$ cat src/rtl/assert_macros.svh
// ----------------------------------------------------------------------------
// Assertion macros
// Clocked assertion shorthands used by the paged bitset back end.
// ----------------------------------------------------------------------------
`ifndef ASSERT_MACROS_SVH
`define ASSERT_MACROS_SVH

// property must hold at every rising clock edge outside reset
`define PBE_ASSERT_CLK(lbl, clk, rst, prop, msg) \
  lbl: assert property (@(posedge clk) disable iff (rst) prop) else $error(msg);

// condition must never be seen outside reset
`define PBE_ASSERT_NEVER(lbl, clk, rst, cond, msg) \
  `PBE_ASSERT_CLK(lbl, clk, rst, !(cond), msg)

`endif

$ cat src/rtl/pbe_pkg.sv
// ----------------------------------------------------------------------------
// Paged bitset engine package
// Shared constants, opcodes and the classified command word.
// ----------------------------------------------------------------------------
`default_nettype none

package pbe_pkg;

  localparam int PAGE_WORD_SHIFT_DEF = 4;
  localparam int NUM_PAGES_DEF       = 64;
  localparam int IDX_W               = 16;
  localparam int CNT_W               = 17;
  localparam int OP_W                = 3;
  localparam int CHG_W               = 64;
  localparam int LAST_W              = 20;
  localparam int QUEUE_DEPTH         = 2;
  localparam int LIMIT_MAX           = 65536;

  localparam logic [OP_W-1:0] OP_SET_BIT   = 3'd0;
  localparam logic [OP_W-1:0] OP_CLR_BIT   = 3'd1;
  localparam logic [OP_W-1:0] OP_TEST_BIT  = 3'd2;
  localparam logic [OP_W-1:0] OP_SET_RANGE = 3'd3;
  localparam logic [OP_W-1:0] OP_CLR_RANGE = 3'd4;
  localparam logic [OP_W-1:0] OP_FIND_RUN  = 3'd5;

  typedef enum logic [2:0] {
    K_NOP,
    K_SETB,
    K_CLRB,
    K_SETR,
    K_CLRR,
    K_BUMP,
    K_FIND
  } kind_t;

  typedef struct packed {
    kind_t              kind;
    logic               err;
    logic               in_cap;
    logic [IDX_W-1:0]   idx;
    logic [CNT_W-1:0]   cnt;
    logic [CNT_W-1:0]   lim;
    logic [LAST_W-1:0]  last_bit;
  } cmd_t;

endpackage

`default_nettype wire

$ cat src/rtl/pbe_queue.sv
// ----------------------------------------------------------------------------
// Paged bitset command queue
// Short queue between the front end and the engine.
// ----------------------------------------------------------------------------
`default_nettype none

module pbe_queue (
  input  logic          clk,
  input  logic          rst,
  input  logic          push,
  input  pbe_pkg::cmd_t wdata,
  input  logic          pop,
  output logic          full,
  output logic          not_empty,
  output pbe_pkg::cmd_t rdata
);
  import pbe_pkg::*;

  localparam int AW = $clog2(QUEUE_DEPTH);

  cmd_t          slots [QUEUE_DEPTH];
  logic [AW-1:0] wr_ptr;
  logic [AW-1:0] rd_ptr;
  logic [AW:0]   fill;

  assign full      = fill == (AW+1)'(QUEUE_DEPTH);
  assign not_empty = fill != '0;
  assign rdata     = slots[rd_ptr];

  always_ff @(posedge clk) begin
    if (push) slots[wr_ptr] <= wdata;
  end

  always_ff @(posedge clk) begin
    if (rst) begin
      wr_ptr <= '0;
      rd_ptr <= '0;
      fill   <= '0;
    end else begin
      if (push) wr_ptr <= wr_ptr + AW'(1);
      if (pop) rd_ptr <= rd_ptr + AW'(1);
      if (push && !pop) fill <= fill + (AW+1)'(1);
      else if (pop && !push) fill <= fill - (AW+1)'(1);
    end
  end

endmodule

`default_nettype wire

$ cat config.mk
export PLATFORM = sky130hd
export DESIGN_NAME = pbe_queue
export DESIGN_NICKNAME = d
export VERILOG_FILES = /design/src/rtl/assert_macros.svh /design/src/rtl/pbe_pkg.sv /design/src/rtl/pbe_queue.sv
export SDC_FILE = /design/constraint.sdc
export NUM_CORES = 1
export LEC_CHECK = 0
export ABC_AREA = 1
export BUFFER_PORTS_ARGS = -buffer_cell sky130_fd_sc_hd__clkbuf_2
export CAP_MARGIN = 10
export CORE_UTILIZATION = 31
export DETAILED_ROUTE_END_ITERATION = 12
export MAX_ROUTING_LAYER = met4
export RECOVER_POWER = 50
export SLEW_MARGIN = 30
export SYNTH_ARGS = -nofsm -noshare
export SYNTH_HDL_FRONTEND = slang
export SYNTH_SLANG_ARGS = --single-unit
$ cat constraint.sdc
create_clock -name clk -period 11.5 [get_ports clk]
set_clock_uncertainty 0.05 [all_clocks]
set_input_delay 2.3 -clock clk [delete_from_list [all_inputs] [get_ports clk]]
set_output_delay 2.3 -clock clk [all_outputs]
set_load 0.01 [all_outputs]
## After elaboration in Yosys (flattened, before gate mapping)

Memories as Yosys holds them, arrays and structs flattened. A register that Yosys moved wholly into a read port is not among the register bits.
Index checks and enable logic that the tools add are counted.

- Output and inout port bits: 77
- Bits in latches: 0
- Memories kept: 1
- Memory bits (writable): 150
- Bits in registers: 4
- ROM bits: 0
- Input port bits: 79

Memory list:

| memory | depth | bits a word | read ports | clocked after Yosys merged registers in | write ports | RTL line | RTL |
|---|---|---|---|---|---|---|---|
| slots | 2 | 75 | 1 | 1 | 1 | pbe_queue.sv:21 | `cmd_t slots [QUEUE_DEPTH];` |

- Equality and inequality tests: 1
- Divide/modulo/power cells: 0
- Reductions and logical operators: 6
- Muxes and demuxes: 6
- Bitwise gates (word level): 0
- $add $sub $neg: 4
- $lt $le $gt $ge: 0
- Multipliers: 0
- Shift-type cells: 0

Operator list:

| kind | count |
|---|---|
| two-way mux 1 bit | 4 |
| two-way mux 2 bit | 2 |
| nonzero test 2 bit | 2 |
| adder 1 bit, second input constant | 2 |
| adder 2 x 1 -> 2 bit, second input constant | 1 |
| == test 2 bit, second input constant | 1 |
| logical AND 1 bit | 2 |
| logical NOT 1 bit | 2 |
| subtractor 2 x 1 -> 2 bit, second input constant | 1 |

## Depth between registers and ports, before layout

- Word-level depth: 4
- Depth in mapped cells: 8

## Worst setup path after synthesis

No wires, ideal clock.

- Kind: input-to-reg
- Start: input push
- End: memory slots[0][0] (netlist bit), enable pin
- Buffers on the path: 0
- Slack: 5456 ps
- Arrival time: 5483 ps
- Stages: 2
- Cells stage by stage: inv_1 -> nor2_1

- Cells in the longest elaborated chain, start to end: 2

RTL lines:

| item | RTL line | RTL |
|---|---|---|
| start, declared | pbe_queue.sv:10 | `input logic push,` |
| two-way mux 1 bit | pbe_queue.sv:31 | `if (push) slots[wr_ptr] <= wdata;` |
| two-way mux 1 bit (implied by the code) | pbe_queue.sv:31 |  |
| end, declared | pbe_queue.sv:21 |  |

No other way between the ends.

## Worst setup path in the final report

- Start: input push
- End: memory slots[0][57] (netlist bit), enable pin

Same word-level chain as after synthesis.

==> results.md <==
Drt:
- Once detail routing completed, the nets flagged for antenna violations numbered 0.
- The first TritonRoute pass finished after 8 iterations.
- The ratio of routed vias to standard cells is about 4.3.
- After detailed routing, the number of remaining DRC violations is 12.
- The final layout contains routed wiring with a total length of 10600 µm.
- The wire length per cell is 15.6 µm.
- The DRC violation total after the first TritonRoute iteration is around 150.
- Summing over every cut layer, the via total after detailed routing is 2947.

Worst setup path:
- The type of origin of the critical path is an input pin.
- Among all stages on the critical path, the largest delay is contributed by sky130_fd_sc_hd__nor2_1.
- For the worst setup path, the data required time is 11.50 ns.
- The worst endpoint data arrival time is 5.17 ns.
- In this run the register-to-register setup slack is 8.10 ns.
- The maximum fanout along the worst path is 41.
- STA classifies the critical path endpoint as a register.
- The critical path in this run is classified as input pin to register.
- The delay of the slowest cell on the worst path is roughly 1.1 ns.
- By instance count, the cell type seen most on the critical path is sky130_fd_sc_hd__clkbuf_1.
- Walking the worst path, the cells encountered are clkbuf_1 -> inv_1 -> nor2_1 -> clkbuf_1 -> buf_4.

Logic synthesis:
- The number of nets handed over by synthesis was between 300 and 400.
- The netlist uses 16 different library cells.
- After synthesis, the mean cell area works out to 22.0 µm².
- The synthesis warning total is 0.
- The mapped netlist covers 5840 µm².
- The cell count after synthesis came out at about 270.
- The count of state elements after synthesis is 155.
- The post-synthesis async set-or-reset flop share is 0%.
- The number of synthesized flops with an enable pin is 150.
- Sorting the synthesized cells by area gives the leading types as sky130_fd_sc_hd__edfxtp_1 77%, sky130_fd_sc_hd__mux2_4 13%, sky130_fd_sc_hd__mux2_2 4.8%, sky130_fd_sc_hd__dfxtp_1 1.7%, sky130_fd_sc_hd__buf_6 1.2%.
- The synthesized design spends more area on one cell type than any other, namely sky130_fd_sc_hd__edfxtp_1.
- Sequential cells were found to cover about four fifths of the synthesized design area.
- In the synthesized netlist, the cells that appear most often are 150 x sky130_fd_sc_hd__edfxtp_1, 50 x sky130_fd_sc_hd__mux2_4, 25 x sky130_fd_sc_hd__mux2_2.
- The most common flop cell mapped by yosys is sky130_fd_sc_hd__edfxtp_1.
- The most frequently used cell type in the post-synthesis netlist is sky130_fd_sc_hd__edfxtp_1.
- Summed over its instances, the top area cell type makes up 77.1% of the synthesized netlist area.

Power:
- VDD sags by at most 0.0000964 V.
- The total power density per cell area is approximately 180 nW/µm².
- The overall power is 0.00136 W.
- For this design the static power due to leakage is around 2.8 nW.

Final layout:
- For this run, the post-layout net count is 516.
- The final non-filler cell total is 678.
- Compared with the post-synthesis result, the final layout area differs by 26.3%.
- The filler cells instantiated in the layout total 1693.
- The repair_antennas step left the layout with diodes totalling 0.
- Once layout is complete, the utilization of the core stands at 40.5%.
- Cells with a size suffix above 1 make up ~45% of the layout.

Die:
- The die height is about 140 µm.
- The floorplan has between 40 and 50 rows.
- The area of the core is around 18000 µm².
- The die covers 19400 µm².
- For this configuration, the core starts out at a cell density of 32.1%.
- Measured along the x axis, the die boundary spans around 140 µm.
- Pin placement for this block handled 156 I/O pins.

Global route:
- The largest net degree at the start of global routing is 42.
- For this run the aggregate overflow at the end of global routing stands at 0.
- The via count of the first global-routing pass is 3252.
- Global routing used 11.8% of the available tracks.
- The number of antenna violations at the first check in global routing is 0.
- The first global-routing pass estimated 16700 µm of wire.

Clock tree:
- The tree is rooted in a sky130_fd_sc_hd__clkbuf_16.
- Once the clock tree was built, the resizer swapped 0 gates to a different size.
- The H-tree was split into 4 levels.
- Buffers inserted to repair hold after CTS numbered 0.
- For the worst-skew pair, the clock arrives at the later sink with an insertion delay of a little over 0.4 ns.
- The number of clock buffers added by TritonCTS is 17.
- Clock-pin slew was measured on the worst setup and hold paths at 0.06 ns.
- The longest clock path from root to sink contains 2 buffers.
- After clock tree synthesis, the setup repair step added 0 buffers.
- The count of clock tree sinks is approximately 160.
- TritonCTS built the clock tree.

Outcome:
- The run finished, with violations left.
- The checks that failed: design-rule violations, max-capacitance violations, max-slew violations.

STA:
- At the pin with the least slew margin, the transition time is 1.60 ns.
- The final critical path time including I/O delays and setup is around 5.2 ns.
- The final sum of negative setup slack is 0 ns.
- The count of final max-slew check failures came to 56.
- The headroom to the max-slew limit is -7.27%.
- For this run, the top clock speed supported by timing is 193 MHz.
- Setup violations remaining at the end of the flow were counted as 0.
- Setup repair after global routing left no endpoint under its margin.
- The final worst slack is 6.33 ns.
- The count of final hold-check violations is 0.
- The part of the cycle the worst path needs is 45.0%.

Placed design:
- Summed over all nets, the half-perimeter wirelength after detailed placement is 7120 µm.
- The total of buffers placed on input and output ports is 155.
- At the end of routability-driven placement, the weighted congestion stood at 0.684.
- The minimum setup slack after placement is around 7 ns.
- In this run, placement finished with an instance count of 646.

Run:
- The tool flagged a number of max-cap violations equal to 2.

Worst hold path:
- The min-delay analysis places its worst path in the category register to register.
## path summary, 6_finish.rpt
kind | start | to | cells after the start
min | wr_ptr$_SDFFE_PP0P_ | wr_ptr$_SDFFE_PP0P_ | 2
min reg2reg | wr_ptr$_SDFFE_PP0P_ | wr_ptr$_SDFFE_PP0P_ | 2
max reg2reg | wr_ptr$_SDFFE_PP0P_ | slots[0][57]$_DFFE_PP_ | 3
max | push | slots[0][57]$_DFFE_PP_ | 5
## final cells by class
| type | count | area, µm² | share of cell area (%) |
|---|---|---|---|
| Sequential cell | 155 | 4610 | 62.5 |
| Multi-Input combinational cell | 94 | 1120 | 15.2 |
| Timing Repair Buffer | 159 | 723 | 9.80 |
| Clock buffer | 19 | 433 | 5.87 |
| Tap cell | 229 | 287 | 3.88 |
| Clock inverter | 13 | 168 | 2.27 |
| Inverter | 9 | 35.0 | 0.475 |
## where the power goes
| group | switching (W) | total (W) | internal (W) | leakage (nW) |
|---|---|---|---|---|
| logic | 0.0000649 | 0.000131 | 0.0000660 | 1.02 |
| registers | 0.0000137 | 0.000668 | 0.000654 | 1.45 |
| clock network | 0.000222 | 0.000566 | 0.000344 | 0.288 |
| total | 0.000301 | 0.00136 | 0.00106 | 2.76 |
## routing by layer
metal	vias up	track usage, %	part of all wire, %
li1	1378	-	-
met1	1444	13.8	44
met2	112	18.4	47
met3	13	4.34	7.2
met4	0	4.91	1.4
met5	-	-	0
## placed cells by master (no fill, tap or decap)
master and n:
sky130_fd_sc_hd__a21oi_1 1, sky130_fd_sc_hd__buf_4 3, sky130_fd_sc_hd__bufinv_16 3, sky130_fd_sc_hd__clkbuf_1 66
sky130_fd_sc_hd__clkbuf_16 17, sky130_fd_sc_hd__clkbuf_2 92, sky130_fd_sc_hd__clkinv_2 2, sky130_fd_sc_hd__clkinv_4 3
sky130_fd_sc_hd__clkinvlp_2 1, sky130_fd_sc_hd__clkinvlp_4 2, sky130_fd_sc_hd__dfxtp_1 4, sky130_fd_sc_hd__dfxtp_4 1
sky130_fd_sc_hd__edfxtp_1 150, sky130_fd_sc_hd__ha_1 1, sky130_fd_sc_hd__inv_1 8, sky130_fd_sc_hd__inv_6 3
sky130_fd_sc_hd__mux2_2 25, sky130_fd_sc_hd__mux2_4 50, sky130_fd_sc_hd__nand2_1 6, sky130_fd_sc_hd__nand3_1 1
sky130_fd_sc_hd__nand4_1 1, sky130_fd_sc_hd__nor2_1 6, sky130_fd_sc_hd__nor3_1 1, sky130_fd_sc_hd__o21ai_0 1
sky130_fd_sc_hd__xnor2_1 1
## critical path, delay by kind of cell
family | cells | cell delay, ns
buf+inv | 4 | 1.72
simple gates | 1 | 1.13
## sequential cells by signal, indices dropped and copies added, names as in the netlist, named ones only
register  flops
rd_ptr        1
slots       150
fill          2
wr_ptr        1
## metrics by stage
step	area, µm²	hold WS (ns)
after floorplan	5840	0.430
after global placement	6860	0.447
after detailed placement	6890	0.470
after CTS	7490	0.494
after global routing	7380	0.510
final	7380	0.475
## logic make-up after synthesis
family / count (synthesis) / synth area share (%)
flip-flops: 155 / 78.8
buffers and inverters: 17 / 1.91
AND/OR/NAND/NOR: 15 / 1.05
AO/OA/AOI/OAI: 2 / 0.171
adder cells (fa/ha/maj): 1 / 0.214
multiplexers: 75 / 17.7
XOR/XNOR: 1 / 0.150
No activity file was read; power rests on OpenSTA's default activity.
