$ cat config.mk
export PLATFORM = sky130hd
export DESIGN_NAME = pbe_front_flat
export DESIGN_NICKNAME = d
export VERILOG_FILES = /design/src/rtl/assert_macros.svh /design/src/rtl/pbe_pkg.sv /design/src/rtl/pbe_if.sv /design/src/rtl/pbe_front.sv /design/src/flat_wrapper.sv
export SDC_FILE = /design/constraint.sdc
export NUM_CORES = 1
export LEC_CHECK = 0
export BUFFER_PORTS_ARGS = -buffer_cell sky130_fd_sc_hd__buf_4
export CAP_MARGIN = 20
export CORE_UTILIZATION = 35
export DETAILED_ROUTE_END_ITERATION = 7
export PLACE_DENSITY = 0.65
export SYNTH_ARGS = -nofsm -noshare
export SYNTH_HDL_FRONTEND = slang
export SYNTH_SLANG_ARGS = --single-unit
export TNS_END_PERCENT = 100
$ cat constraint.sdc
create_clock -name vclk -period 6.1
set_input_delay 0.305 -clock vclk [all_inputs]
set_output_delay 0.305 -clock vclk [all_outputs]
set_load 0.01 [all_outputs]
$ cat src/rtl/assert_macros.svh
// ----------------------------------------------------------------------------
// Assertion macros
// Clocked assertion shorthands used by the paged bitset back end.
// ----------------------------------------------------------------------------
`ifndef ASSERT_MACROS_SVH
`define ASSERT_MACROS_SVH

// property must hold at every rising clock edge outside reset
`define PBE_ASSERT_CLK(lbl, clk, rst, prop, msg) \
  lbl: assert property (@(posedge clk) disable iff (rst) prop) else $error(msg);

// condition must never be seen outside reset
`define PBE_ASSERT_NEVER(lbl, clk, rst, cond, msg) \
  `PBE_ASSERT_CLK(lbl, clk, rst, !(cond), msg)

`endif

$ cat src/rtl/pbe_pkg.sv
// ----------------------------------------------------------------------------
// Paged bitset engine package
// Shared constants, opcodes and the classified command word.
// ----------------------------------------------------------------------------
`default_nettype none

package pbe_pkg;

  localparam int PAGE_WORD_SHIFT_DEF = 4;
  localparam int NUM_PAGES_DEF       = 64;
  localparam int IDX_W               = 16;
  localparam int CNT_W               = 17;
  localparam int OP_W                = 3;
  localparam int CHG_W               = 64;
  localparam int LAST_W              = 20;
  localparam int QUEUE_DEPTH         = 2;
  localparam int LIMIT_MAX           = 65536;

  localparam logic [OP_W-1:0] OP_SET_BIT   = 3'd0;
  localparam logic [OP_W-1:0] OP_CLR_BIT   = 3'd1;
  localparam logic [OP_W-1:0] OP_TEST_BIT  = 3'd2;
  localparam logic [OP_W-1:0] OP_SET_RANGE = 3'd3;
  localparam logic [OP_W-1:0] OP_CLR_RANGE = 3'd4;
  localparam logic [OP_W-1:0] OP_FIND_RUN  = 3'd5;

  typedef enum logic [2:0] {
    K_NOP,
    K_SETB,
    K_CLRB,
    K_SETR,
    K_CLRR,
    K_BUMP,
    K_FIND
  } kind_t;

  typedef struct packed {
    kind_t              kind;
    logic               err;
    logic               in_cap;
    logic [IDX_W-1:0]   idx;
    logic [CNT_W-1:0]   cnt;
    logic [CNT_W-1:0]   lim;
    logic [LAST_W-1:0]  last_bit;
  } cmd_t;

endpackage

`default_nettype wire

$ cat src/rtl/pbe_if.sv
// ----------------------------------------------------------------------------
// Paged bitset engine channels
// Request and response handshake interfaces.
// ----------------------------------------------------------------------------
`default_nettype none

interface pbe_in_if;
  import pbe_pkg::*;
  logic             valid;
  logic             ready;
  logic [OP_W-1:0]  opcode;
  logic [IDX_W-1:0] bit_index;
  logic [CNT_W-1:0] run_count;
  logic [CNT_W-1:0] search_limit;
  modport source (output valid, opcode, bit_index, run_count, search_limit, input ready);
  modport sink   (input valid, opcode, bit_index, run_count, search_limit, output ready);
endinterface


`default_nettype wire

$ cat src/rtl/pbe_front.sv
// ----------------------------------------------------------------------------
// Paged bitset front end
// Accepts request words and classifies them against capacity.
// ----------------------------------------------------------------------------
`default_nettype none

module pbe_front #(
  parameter int PAGE_WORD_SHIFT = pbe_pkg::PAGE_WORD_SHIFT_DEF,
  parameter int NUM_PAGES       = pbe_pkg::NUM_PAGES_DEF
) (
  pbe_in_if.sink          req,
  input  logic            clearing,
  input  logic            full,
  output logic            push,
  output pbe_pkg::cmd_t   cmd
);
  import pbe_pkg::*;

  localparam int CAP = NUM_PAGES * (2 ** PAGE_WORD_SHIFT) * 64;
  localparam int XW  = LAST_W + 1;
  localparam logic [XW-1:0] CAP_X = XW'(CAP);

  logic [XW-1:0]    idx_x;
  logic [XW-1:0]    end_x;
  logic [XW-1:0]    end_c;
  logic             in_cap;
  logic [CNT_W-1:0] lim_s;

  assign req.ready = !full && !clearing;
  assign push      = req.valid && req.ready;

  always_comb begin
    idx_x  = XW'(req.bit_index);
    end_x  = idx_x + XW'(req.run_count);
    end_c  = (end_x > CAP_X) ? CAP_X : end_x;
    in_cap = idx_x < CAP_X;
    lim_s  = (req.search_limit > CNT_W'(LIMIT_MAX)) ? CNT_W'(LIMIT_MAX) : req.search_limit;

    cmd          = '0;
    cmd.kind     = K_NOP;
    cmd.in_cap   = in_cap;
    cmd.idx      = req.bit_index;
    cmd.cnt      = req.run_count;
    cmd.lim      = lim_s;
    cmd.last_bit = end_x[LAST_W-1:0] - LAST_W'(1);
    case (req.opcode)
      OP_SET_BIT: begin
        if (in_cap) cmd.kind = K_SETB;
        else cmd.err = 1'b1;
      end
      OP_CLR_BIT: begin
        if (in_cap) cmd.kind = K_CLRB;
        else cmd.err = 1'b1;
      end
      OP_TEST_BIT: begin
        cmd.err = !in_cap;
      end
      OP_SET_RANGE: begin
        if (req.run_count != '0) begin
          if (end_x > CAP_X) cmd.err = 1'b1;
          else cmd.kind = K_SETR;
        end
      end
      OP_CLR_RANGE: begin
        if (req.run_count != '0) begin
          cmd.last_bit = end_c[LAST_W-1:0] - LAST_W'(1);
          if (idx_x < end_c) cmd.kind = K_CLRR;
          else cmd.kind = K_BUMP;
        end
      end
      OP_FIND_RUN: begin
        cmd.kind = K_FIND;
      end
      default: begin
        cmd.kind = K_NOP;
      end
    endcase
  end

endmodule

`default_nettype wire

$ cat src/flat_wrapper.sv
// flat-port wrapper written by rule: the top's interface ports become plain ports
module pbe_front_flat import pbe_pkg::*;
#(
  parameter int PAGE_WORD_SHIFT = pbe_pkg::PAGE_WORD_SHIFT_DEF,
  parameter int NUM_PAGES       = pbe_pkg::NUM_PAGES_DEF
)
  (clearing, full, push, cmd, req_valid, req_opcode, req_bit_index, req_run_count, req_search_limit, req_ready);
  pbe_in_if req_i ();
  input  logic clearing;
  input  logic full;
  output logic push;
  output pbe_pkg::cmd_t cmd;
  input wire logic [$bits(req_i.valid)-1:0] req_valid;
  input wire logic [$bits(req_i.opcode)-1:0] req_opcode;
  input wire logic [$bits(req_i.bit_index)-1:0] req_bit_index;
  input wire logic [$bits(req_i.run_count)-1:0] req_run_count;
  input wire logic [$bits(req_i.search_limit)-1:0] req_search_limit;
  output wire logic [$bits(req_i.ready)-1:0] req_ready;
  assign req_i.valid = req_valid;
  assign req_i.opcode = req_opcode;
  assign req_i.bit_index = req_bit_index;
  assign req_i.run_count = req_run_count;
  assign req_i.search_limit = req_search_limit;
  assign req_ready = req_i.ready;
  pbe_front #(.PAGE_WORD_SHIFT(PAGE_WORD_SHIFT), .NUM_PAGES(NUM_PAGES)) u_core (.req(req_i), .clearing(clearing), .full(full), .push(push), .cmd(cmd));
endmodule
Yosys cells after proc, flatten, opt, wreduce, memory -nomap -nowiden. Index checks and enable logic that the tools add are counted.

$lt $le $gt $ge: 3. Reductions and logical operators: 6. Multiplexer cells: 11. Add/subtract/negate cells: 3. Equality and inequality tests: 4.

Operator list (number): $mux 20 (2); $sub 20x1->20 const B (2); $gt 21x17->1 const B (1); $lt 16x21->1 (1); $mux 21 (1); $add 16x17->18 (1); $gt 17x17->1 const B (1); $mux 17 (1); $reduce_bool 17->1 (1); $pmux 3 s5 (1); $eq 3x3->1 const B (2); $mux 3 (2); $eq 3x1->1 const B (1); $eq 3x2->1 const B (1); $logic_not 3->1 (1); $mux 1 (3); $logic_and 1x1->1 (2); $logic_not 1->1 (2); $mux 2 (1).

Flip-flop bits (word level): 0.

Longest topological paths before layout. Gate-level depths: netlist of the first run.

Depth after elaboration: 7. Gate-level depth with buffers: 21. Depth with buffers taken out: 20.

Least setup slack after synthesis of the first run. Ideal clock, no wire load.

Path type: input-to-output. From: in req_run_count[0]. To: out cmd[72] (netlist bit). Stages: 21. Data required time: 5795 ps. Path slack: 1424 ps. Data arrival time: 4371 ps. Path through: ha_1 -> fa_1 -> a21o_1 -> a221oi_4 -> o211ai_1 -> xor2_1 -> a2111o_1 -> nor4_4 -> a31o_4 -> buf_8 -> nand2_1 -> ha_1 -> a21o_1 -> a21o_1 -> a21oi_1 -> o21ai_0 -> nand3_1 -> nand2_1 -> a211oi_1 -> and4b_2 -> o21ai_0.

RTL lines: from (decl) (line flat_wrapper.sv:16) `input wire logic [$bits(req_i.run_count)-1:0] req_run_count;`; to (decl) (line flat_wrapper.sv:12) `output pbe_pkg::cmd_t cmd;`.

==> results.json, run 1 <==
{
  "postSynthCellCount": 375,
  "grt_pass1_wl_um": 13700,
  "crit_fanout": 15,
  "syn_nets": 465,
  "routed-via-count": 3146,
  "flops_and_latches": 0,
  "place_congestion": 0.878,
  "worstPathRequired_ns": 5.79,
  "detail-route-antenna-nets": 0,
  "path_cells": "buf_4 -> ha_1 -> fa_1 -> a21o_1 -> a221oi_4 -> o211ai_1 -> xor2_1 -> a2111o_1 -> nor4_4 -> a31o_4 -> nand2_1 -> ha_1 -> a21o_1 -> a21o_1 -> a21oi_1 -> o21ai_0 -> nand3_1 -> nand2_1 -> a211oi_1 -> and4b_2 -> o21ai_0 -> buf_4",
  "worstSetupPathType": "input port to output pin",
  "post-cts-setup-buffers": 0,
  "drt-initial-drc-count": 136,
  "yosysWarnings": 0,
  "ctsResizeCount": 0,
  "cp_top_family": "compound AO/OA/AOI/OAI gates",
  "yosysMostFrequentCell": "nand2_1",
  "via_per_inst": 5.59,
  "rsz0062_at_grt": "false",
  "die_w_um": 89.4,
  "power.density_nw_per_um2": 133,
  "drv_cap": 0,
  "ir_drop_uv": 45.7,
  "grt_pass1_vias": 2935,
  "n_antenna_cell": 0,
  "drive_gt1_share_pct": 34.5,
  "setup_viol": 0,
  "place_ws_ns": 0.826,
  "routedWlPerCell_um": 15.2,
  "cp-start-kind": "input port",
  "finalHoldViolations": 0,
  "routed_wl_um": 8580,
  "antenna_found_initial": 0,
  "dp_hpwl_um": 7330,
  "grt_overflow_total": 0,
  "avgSynthCellArea_um2": 7.14,
  "drt_first_pass_iters": 4,
  "io_buffers": 132,
  "die_h_um": 89.4,
  "yosysTopAreaCellShare_pct": 15.4,
  "cp_common_cell": "a21o_1",
  "synth.area.top_cells": "ha_1 15%, buf_4 9.8%, nand2_1 5.8%",
  "synth_largest_area_cell": "ha_1",
  "setup_tns_ns": 0,
  "core-area_um2": 7330,
  "power_mw": 0.460,
  "min_period_ns": 5.29,
  "route.detailed.drc": 0,
  "start_util_pct": 36.5,
  "clkbuf_count": 0,
  "cp-startpoint": "req_run_count[0]",
  "status": "complete, no violations",
  "fmax_ghz": 0.189,
  "fin_ws_ns": 0.809,
  "num-nets-final": 556,
  "dieArea_um2": 8000,
  "ff_latch_area_um2": 0,
  "fin_crit_sh_pct": 86.7,
  "rows": 31,
  "slowest_delay_ns": 0.46,
  "maxSlewHeadroom_pct": 29.2,
  "ys_seq_area_share_pct": 0,
  "arrival_ns": 4.99,
  "yosysUniqueCellTypes": 69,
  "min_from": "req_run_count[9]",
  "ys_top_cells_by_count": "41 x nand2_1, 35 x buf_4, 33 x ha_1, 26 x nor2_1, 21 x a21oi_1",
  "p_leak_nw": 1.63,
  "cp-end-kind": "output pin",
  "ios": 133,
  "slew_violations": 0,
  "synth_area_um2": 2680,
  "worst_pin_slew_ns": 1.05,
  "area_delta_synth_final_pct": 29.4,
  "cts_hold_buf": 0,
  "track_usage_pct": 21.6,
  "grt_max_degree": 19,
  "worst-path-buf-inv": 2,
  "worst_path_max_delay_cell": "a2111o_1",
  "hp-class": "input port to output pin"
}
per-stage QoR:
| stage | cells | util, % | instance area (µm²) | hold slack, ns |
|---|---|---|---|---|
| after floorplan | 375 | - | 2680 | 0.656 |
| after global placement | 563 | 47.2 | 3460 | 0.809 |
| after global routing | 563 | 47.2 | 3460 | 0.818 |
| after CTS | 563 | 47.2 | 3460 | 0.811 |
| after detailed placement | 563 | 47.2 | 3460 | 0.811 |
| final | 563 | 47.2 | 3460 | 0.810 |
placed cells by master, fill, tap and decap left out, types with 8 or more instances in the layout:
cell | synthesis | final
buf_4 | 35 | 135
ha_1 | 33 | 33
nand3_1 | 14 | 14
nor3_1 | 8 | 8
xor2_1 | 9 | 9
a21o_1 | 16 | 16
nor2_1 | 26 | 26
a21oi_1 | 21 | 21
nor2b_1 | 20 | 20
o21ai_0 | 11 | 11
nor4_1 | 11 | 11
nand4_1 | 9 | 9
xnor2_1 | 14 | 14
nand2_1 | 41 | 41
inv_1 | 10 | 10
kinds of logic after synthesis:
group | after synthesis | synth area share, %
xor+xnor | 23 | 7.53
compound gates | 98 | 28.3
buf+inv | 56 | 14.5
mux | 4 | 1.50
other cells | 1 | 0.140
fa+ha+maj | 34 | 16.2
simple gates | 159 | 31.8
path summary, 6_finish.rpt:
path	endpoint	cells after the start	slack, ns
worst min-delay path	cmd[46]	2	0.81
worst max-delay path	cmd[72]	22	0.81
where the power goes:
part | total (mW) | leakage (nW) | switching, mW | internal (mW)
sequential | 0 | 0 | 0 | 0
combinational | 0.460 | 1.63 | 0.253 | 0.208
clock | 0 | 0 | 0 | 0
layout make-up:
type                            instances  area [µm²]
Fill cell                             769        3870
Inverter                               10        37.5
Multi-Input combinational cell        319        2290
Timing Repair Buffer                  135        1010
Tap cell                               99         124
metal layers:
layer / global-route usage, % / vias to the layer above / wire length [µm]
li1: - / 1538 / -
met1: 27.2 / 1455 / 3550
met2: 41.5 / 147 / 4300
met3: 1.29 / 6 / 656
met4: 1.88 / 0 / 73
met5: 0 / - / 0
(Power assumes the default switching activity.)
==> run 2, diff against run 1 <==
==> constraint.sdc (replaced) <==
create_clock -name vclk -period 6.1
set_input_delay 0.305 -clock vclk [all_inputs]
set_output_delay 0.305 -clock vclk [all_outputs]
set_load 0.02 [all_outputs]
==> run 2 against run 1 <==
Against the previous run: core utilization is 0.068 points higher; non-clock buffer count increased by 1; worst setup slack improved by 0.012 ns; flip-flop and latch count is the same; die area unchanged; fmax up 0.23%; critical path depth unchanged; first-iteration DRC count fell by 34%; total power is 8.6% higher; final cell count increased by 0.18%; critical path type unchanged; largest cell class unchanged.
==> results.json, run 2 (same netlist as run 1, synthesis figures left out) <==
{
  "setup_viol": 0,
  "n_antenna_cell": 0,
  "postLayoutCellArea_um2": 3470,
  "min_period_ns": 5.28,
  "fmax_ghz": 0.189,
  "grt_pass1_wl_um": 13500,
  "worst_path_max_delay_cell": "a2111o_1",
  "drive_gt1_share_pct": 34.6,
  "cp-startpoint": "req_run_count[0]",
  "fin_crit_sh_pct": 86.5,
  "routed-via-count": 3089,
  "cp_top_family": "compound AO/OA/AOI/OAI gates",
  "hp-class": "input port to output pin",
  "start_util_pct": 36.5,
  "slew_violations": 0,
  "numPlacedInstances": 563,
  "crit_fanout": 15,
  "area_delta_synth_final_pct": 29.5,
  "num-nets-final": 557,
  "worstPathRequired_ns": 5.79,
  "power.density_nw_per_um2": 144,
  "place_congestion": 0.874,
  "drv_cap": 0,
  "hold_depth": 2,
  "antenna_found_initial": 0,
  "worst-path-buf-inv": 2,
  "via_per_inst": 5.48,
  "track_usage_pct": 21.3,
  "post-cts-setup-buffers": 0,
  "finalNonFillerCells": 564,
  "ios": 133,
  "layout_commonest_cell": "buf_4",
  "routedWlPerCell_um": 15.2,
  "die_h_um": 89.4,
  "critical_path_cell_count": 22,
  "status": "complete, no violations",
  "clkbuf_count": 0,
  "routed_wl_um": 8570,
  "rsz0062_at_grt": "false",
  "rows": 31,
  "layout_common_cells": "135 x buf_4, 41 x nand2_1, 33 x ha_1",
  "worstSetupPathType": "input port to output pin",
  "ff_latch_area_um2": 0,
  "slowest_delay_ns": 0.46,
  "worst_pin_slew_ns": 1.04,
  "drt-initial-drc-count": 90,
  "cp-end-kind": "output pin",
  "flops_and_latches": 0,
  "ir_drop_uv": 52.0,
  "finalHoldViolations": 0,
  "grt_overflow_total": 0,
  "ctsResizeCount": 0,
  "detail-route-antenna-nets": 0,
  "maxSlewHeadroom_pct": 30.2,
  "min_from": "req_run_count[8]",
  "grt_max_degree": 19,
  "cts_hold_buf": 0,
  "setup_tns_ns": 0,
  "dieArea_um2": 8000,
  "arrival_ns": 4.97,
  "cp_common_cell": "a21o_1",
  "p_leak_nw": 1.64,
  "cp-start-kind": "input port",
  "dpl_cell_area_um2": 3460,
  "core-area_um2": 7330,
  "route.detailed.drc": 0,
  "power_mw": 0.500,
  "dp_hpwl_um": 7280,
  "drt_first_pass_iters": 4,
  "io_buffers": 132,
  "path_cells": "buf_4 -> ha_1 -> fa_1 -> a21o_1 -> a221oi_4 -> o211ai_1 -> xor2_1 -> a2111o_1 -> nor4_4 -> a31o_4 -> nand2_1 -> ha_1 -> a21o_1 -> a21o_1 -> a21oi_1 -> o21ai_0 -> nand3_1 -> nand2_1 -> a211oi_1 -> and4b_2 -> o21ai_0 -> buf_4",
  "grt_pass1_vias": 2895,
  "die_w_um": 89.4
}
run 2: cell types whose count changed in the layout (fill, tap and decap cells not counted):
| cell | delta |
|---|---|
| buf_2 | +1 |
run 2: final cells by class:
cell class	instances	area, µm²
Fill cell	755	3860
Inverter	10	37.5
Multi-Input combinational cell	319	2290
Tap cell	99	124
Timing Repair Buffer	136	1020
run 2: path summary, 6_finish.rpt:
kind	end
worst max-delay path	cmd[72]
worst min-delay path	cmd[45]
run 2: where the power goes:
part           leakage (nW)  switching [mW]  total, mW  internal (mW)
logic                  1.64           0.290      0.500          0.210
registers                 0               0          0              0
clock network             0               0          0              0
run 2: per-stage QoR:
stage	hold WS, ns	setup slack (ns)	utilization [%]
2_1_floorplan	0.688	1.31	-
3_3_place_gp	0.830	0.922	47.2
3_5_place_dp	0.831	0.821	47.2
4_1_cts	0.832	0.813	47.2
5_1_grt	0.835	0.506	47.3
6_report	0.830	0.821	47.3
run 2: per-layer routing:
metal / track usage (%) / vias up / part of all wire [%]
met5: 0 / - / 0
met4: 3.32 / 0 / 1.5
met3: 1.75 / 10 / 5.8
met2: 39.3 / 135 / 48
met1: 27.2 / 1402 / 44
li1: - / 1542 / -
==> run 3, diff against run 2 <==
--- a/config.mk
+++ b/config.mk
@@ -11,4 +11,5 @@
 export DETAILED_ROUTE_END_ITERATION = 7
 export PLACE_DENSITY = 0.65
+export SETUP_SLACK_MARGIN = 0.4
 export SYNTH_ARGS = -nofsm -noshare
 export SYNTH_HDL_FRONTEND = slang
==> constraint.sdc (replaced) <==
create_clock -name vclk -period 6.1
set_input_delay 1.22 -clock vclk [all_inputs]
set_output_delay 1.22 -clock vclk [all_outputs]
set_load 0.02 [all_outputs]
==> run 3 against run 2 <==
Against the previous run: the flow now finishes with violations (setup timing); critical path depth rose by 1; worst setup slack got worse by 1.2 ns; total power rose by 45%; worst hold slack improved by 1.8 ns; core utilization rose by 18 points; fmax fell by 19%; flip-flop and latch count did not move; global-route usage rose by 3.2 points; largest cell class unchanged.
==> results.json, run 3 (same netlist as run 1, synthesis figures left out) <==
{
  "slew_violations": 0,
  "routedWlPerCell_um": 15.4,
  "min_period_ns": 6.48,
  "die_h_um": 89.4,
  "finalHoldViolations": 0,
  "rows": 31,
  "worst_pin_slew_ns": 0.782,
  "antenna_found_initial": 0,
  "die_w_um": 89.4,
  "detail-route-antenna-nets": 0,
  "power.density_nw_per_um2": 151,
  "switchingPower_mw": 0.372,
  "cp_common_cell": "a21o_1",
  "path_cells": "buf_8 -> ha_4 -> fa_2 -> a21o_1 -> a221oi_4 -> buf_12 -> buf_12 -> o31ai_4 -> buf_4 -> nor4_2 -> and4b_1 -> nor2b_4 -> buf_6 -> a31o_4 -> buf_4 -> nand2_1 -> ha_1 -> a21o_1 -> a21o_1 -> a211oi_2 -> and4b_2 -> o21ai_4 -> buf_6",
  "grt_overflow_total": 0,
  "routed_wl_um": 10400,
  "n_antenna_cell": 0,
  "cp-end-kind": "output pin",
  "via_per_inst": 5.41,
  "slowest_delay_ns": 0.36,
  "start_util_pct": 36.5,
  "grt_pass1_vias": 3431,
  "internal-power_mw": 0.353,
  "route.detailed.drc": 0,
  "min_from": "req_run_count[9]",
  "drv_cap": 0,
  "worst_path_max_delay_cell": "fa_2",
  "area_delta_synth_final_pct": 79.6,
  "crit_fanout": 5,
  "maxSlewHeadroom_pct": 47.2,
  "arrival_ns": 5.26,
  "place_congestion": 0.935,
  "hold_depth": 2,
  "p_sw_share_pct": 51.3,
  "worst-path-buf-inv": 7,
  "drt-initial-drc-count": 120,
  "worstPathRequired_ns": 4.88,
  "ir_drop_uv": 92.9,
  "ff_latch_area_um2": 0,
  "cts_hold_buf": 0,
  "min_to": "cmd[46]",
  "clockPowerShare_pct": 0,
  "hp-class": "input port to output pin",
  "status": "finished, violations left",
  "layout_common_cells": "218 x buf_4, 33 x nand2_1, 28 x ha_1",
  "fin_crit_sh_pct": 106,
  "dieArea_um2": 8000,
  "finalHoldWorstSlack_ns": 2.66,
  "fin_util_pct": 65.6,
  "dp_hpwl_um": 8170,
  "fin_ws_ns": -0.385,
  "setup_viol": 9,
  "grt_max_degree": 13,
  "place_ws_ns": -0.413,
  "pwr-share-comb_pct": 100.0,
  "drive_gt1_share_pct": 55.6,
  "routed-via-count": 3650,
  "ios": 133,
  "io_buffers": 132,
  "setup_tns_ns": -1.86,
  "worstSetupPathType": "input port to output pin",
  "fmax_ghz": 0.154,
  "num-nets-final": 668,
  "grt_pass1_wl_um": 15700,
  "layout_commonest_cell": "buf_4",
  "cp-start-kind": "input port",
  "core-area_um2": 7330,
  "track_usage_pct": 24.5,
  "violations": "setup timing",
  "rsz0062_at_grt": "true",
  "seqPwrFrac_pct": 0,
  "flops_and_latches": 0,
  "drt_first_pass_iters": 5,
  "cp_top_family": "compound AO/OA/AOI/OAI gates",
  "p_leak_nw": 2.30,
  "clkbuf_count": 0
}
==> run 3: cell types whose count changed in the layout (fill, tap and decap cells not counted), moves of 4 or more <==
cell     delta
ha_4        +4
ha_1        -5
nand2_1     -8
buf_6      +23
o21ai_0     -5
buf_4      +83
nand2_2     +6
==> run 3: timing repair <==
action                     4_1_cts  5_1_grt
setup endpoints to repair       11       15
buffers inserted                 8       13
gates resized for setup         53       26
pin swaps                       20       14
==> run 3: how the worst max path moves through the flow <==
stage | cells after the start | start | endpoint
after floorplan | 21 | req_run_count[0] | cmd[72]
after global placement | 22 | req_run_count[0] | cmd[72]
after detailed placement | 22 | req_run_count[0] | cmd[72]
after CTS | 23 | req_run_count[0] | cmd[72]
after global routing | 23 | req_run_count[0] | cmd[72]
final | 23 | req_run_count[0] | cmd[72]
==> run 3: final cells by class <==
type | instances | area, µm²
Fill cell | 596 | 2520
Inverter | 10 | 40.0
Timing Repair Buffer | 247 | 1990
Tap cell | 99 | 124
Multi-Input combinational cell | 319 | 2650
==> run 3: per-layer routing <==
| layer | wire (µm) | vias up | track usage, % |
|---|---|---|---|
| li1 | - | 1771 | - |
| met1 | 4220 | 1680 | 30.5 |
| met2 | 5430 | 178 | 46.8 |
| met3 | 591 | 21 | 0.923 |
| met4 | 171 | 0 | 4.47 |
| met5 | 0 | - | 0 |
==> run 3: metrics by stage <==
stage | cells | total power, mW | cell area [µm²]
final | 675 | 0.726 | 4810
after CTS | 661 | 0.673 | 4560
after global routing | 675 | 0.777 | 4810
after global placement | 653 | 0.607 | 4260
after floorplan | 375 | 0.366 | 2790
after detailed placement | 653 | 0.616 | 4260
==> run 3: power groups by stage <==
| stage | logic [mW] | registers [mW] | clock network, mW |
|---|---|---|---|
| finish | 0.726 | 0 | 0 |
| floorplan | 0.366 | 0 | 0 |
| detailed placement | 0.616 | 0 | 0 |
| CTS | 0.673 | 0 | 0 |
| global placement | 0.607 | 0 | 0 |
| global route | 0.777 | 0 | 0 |
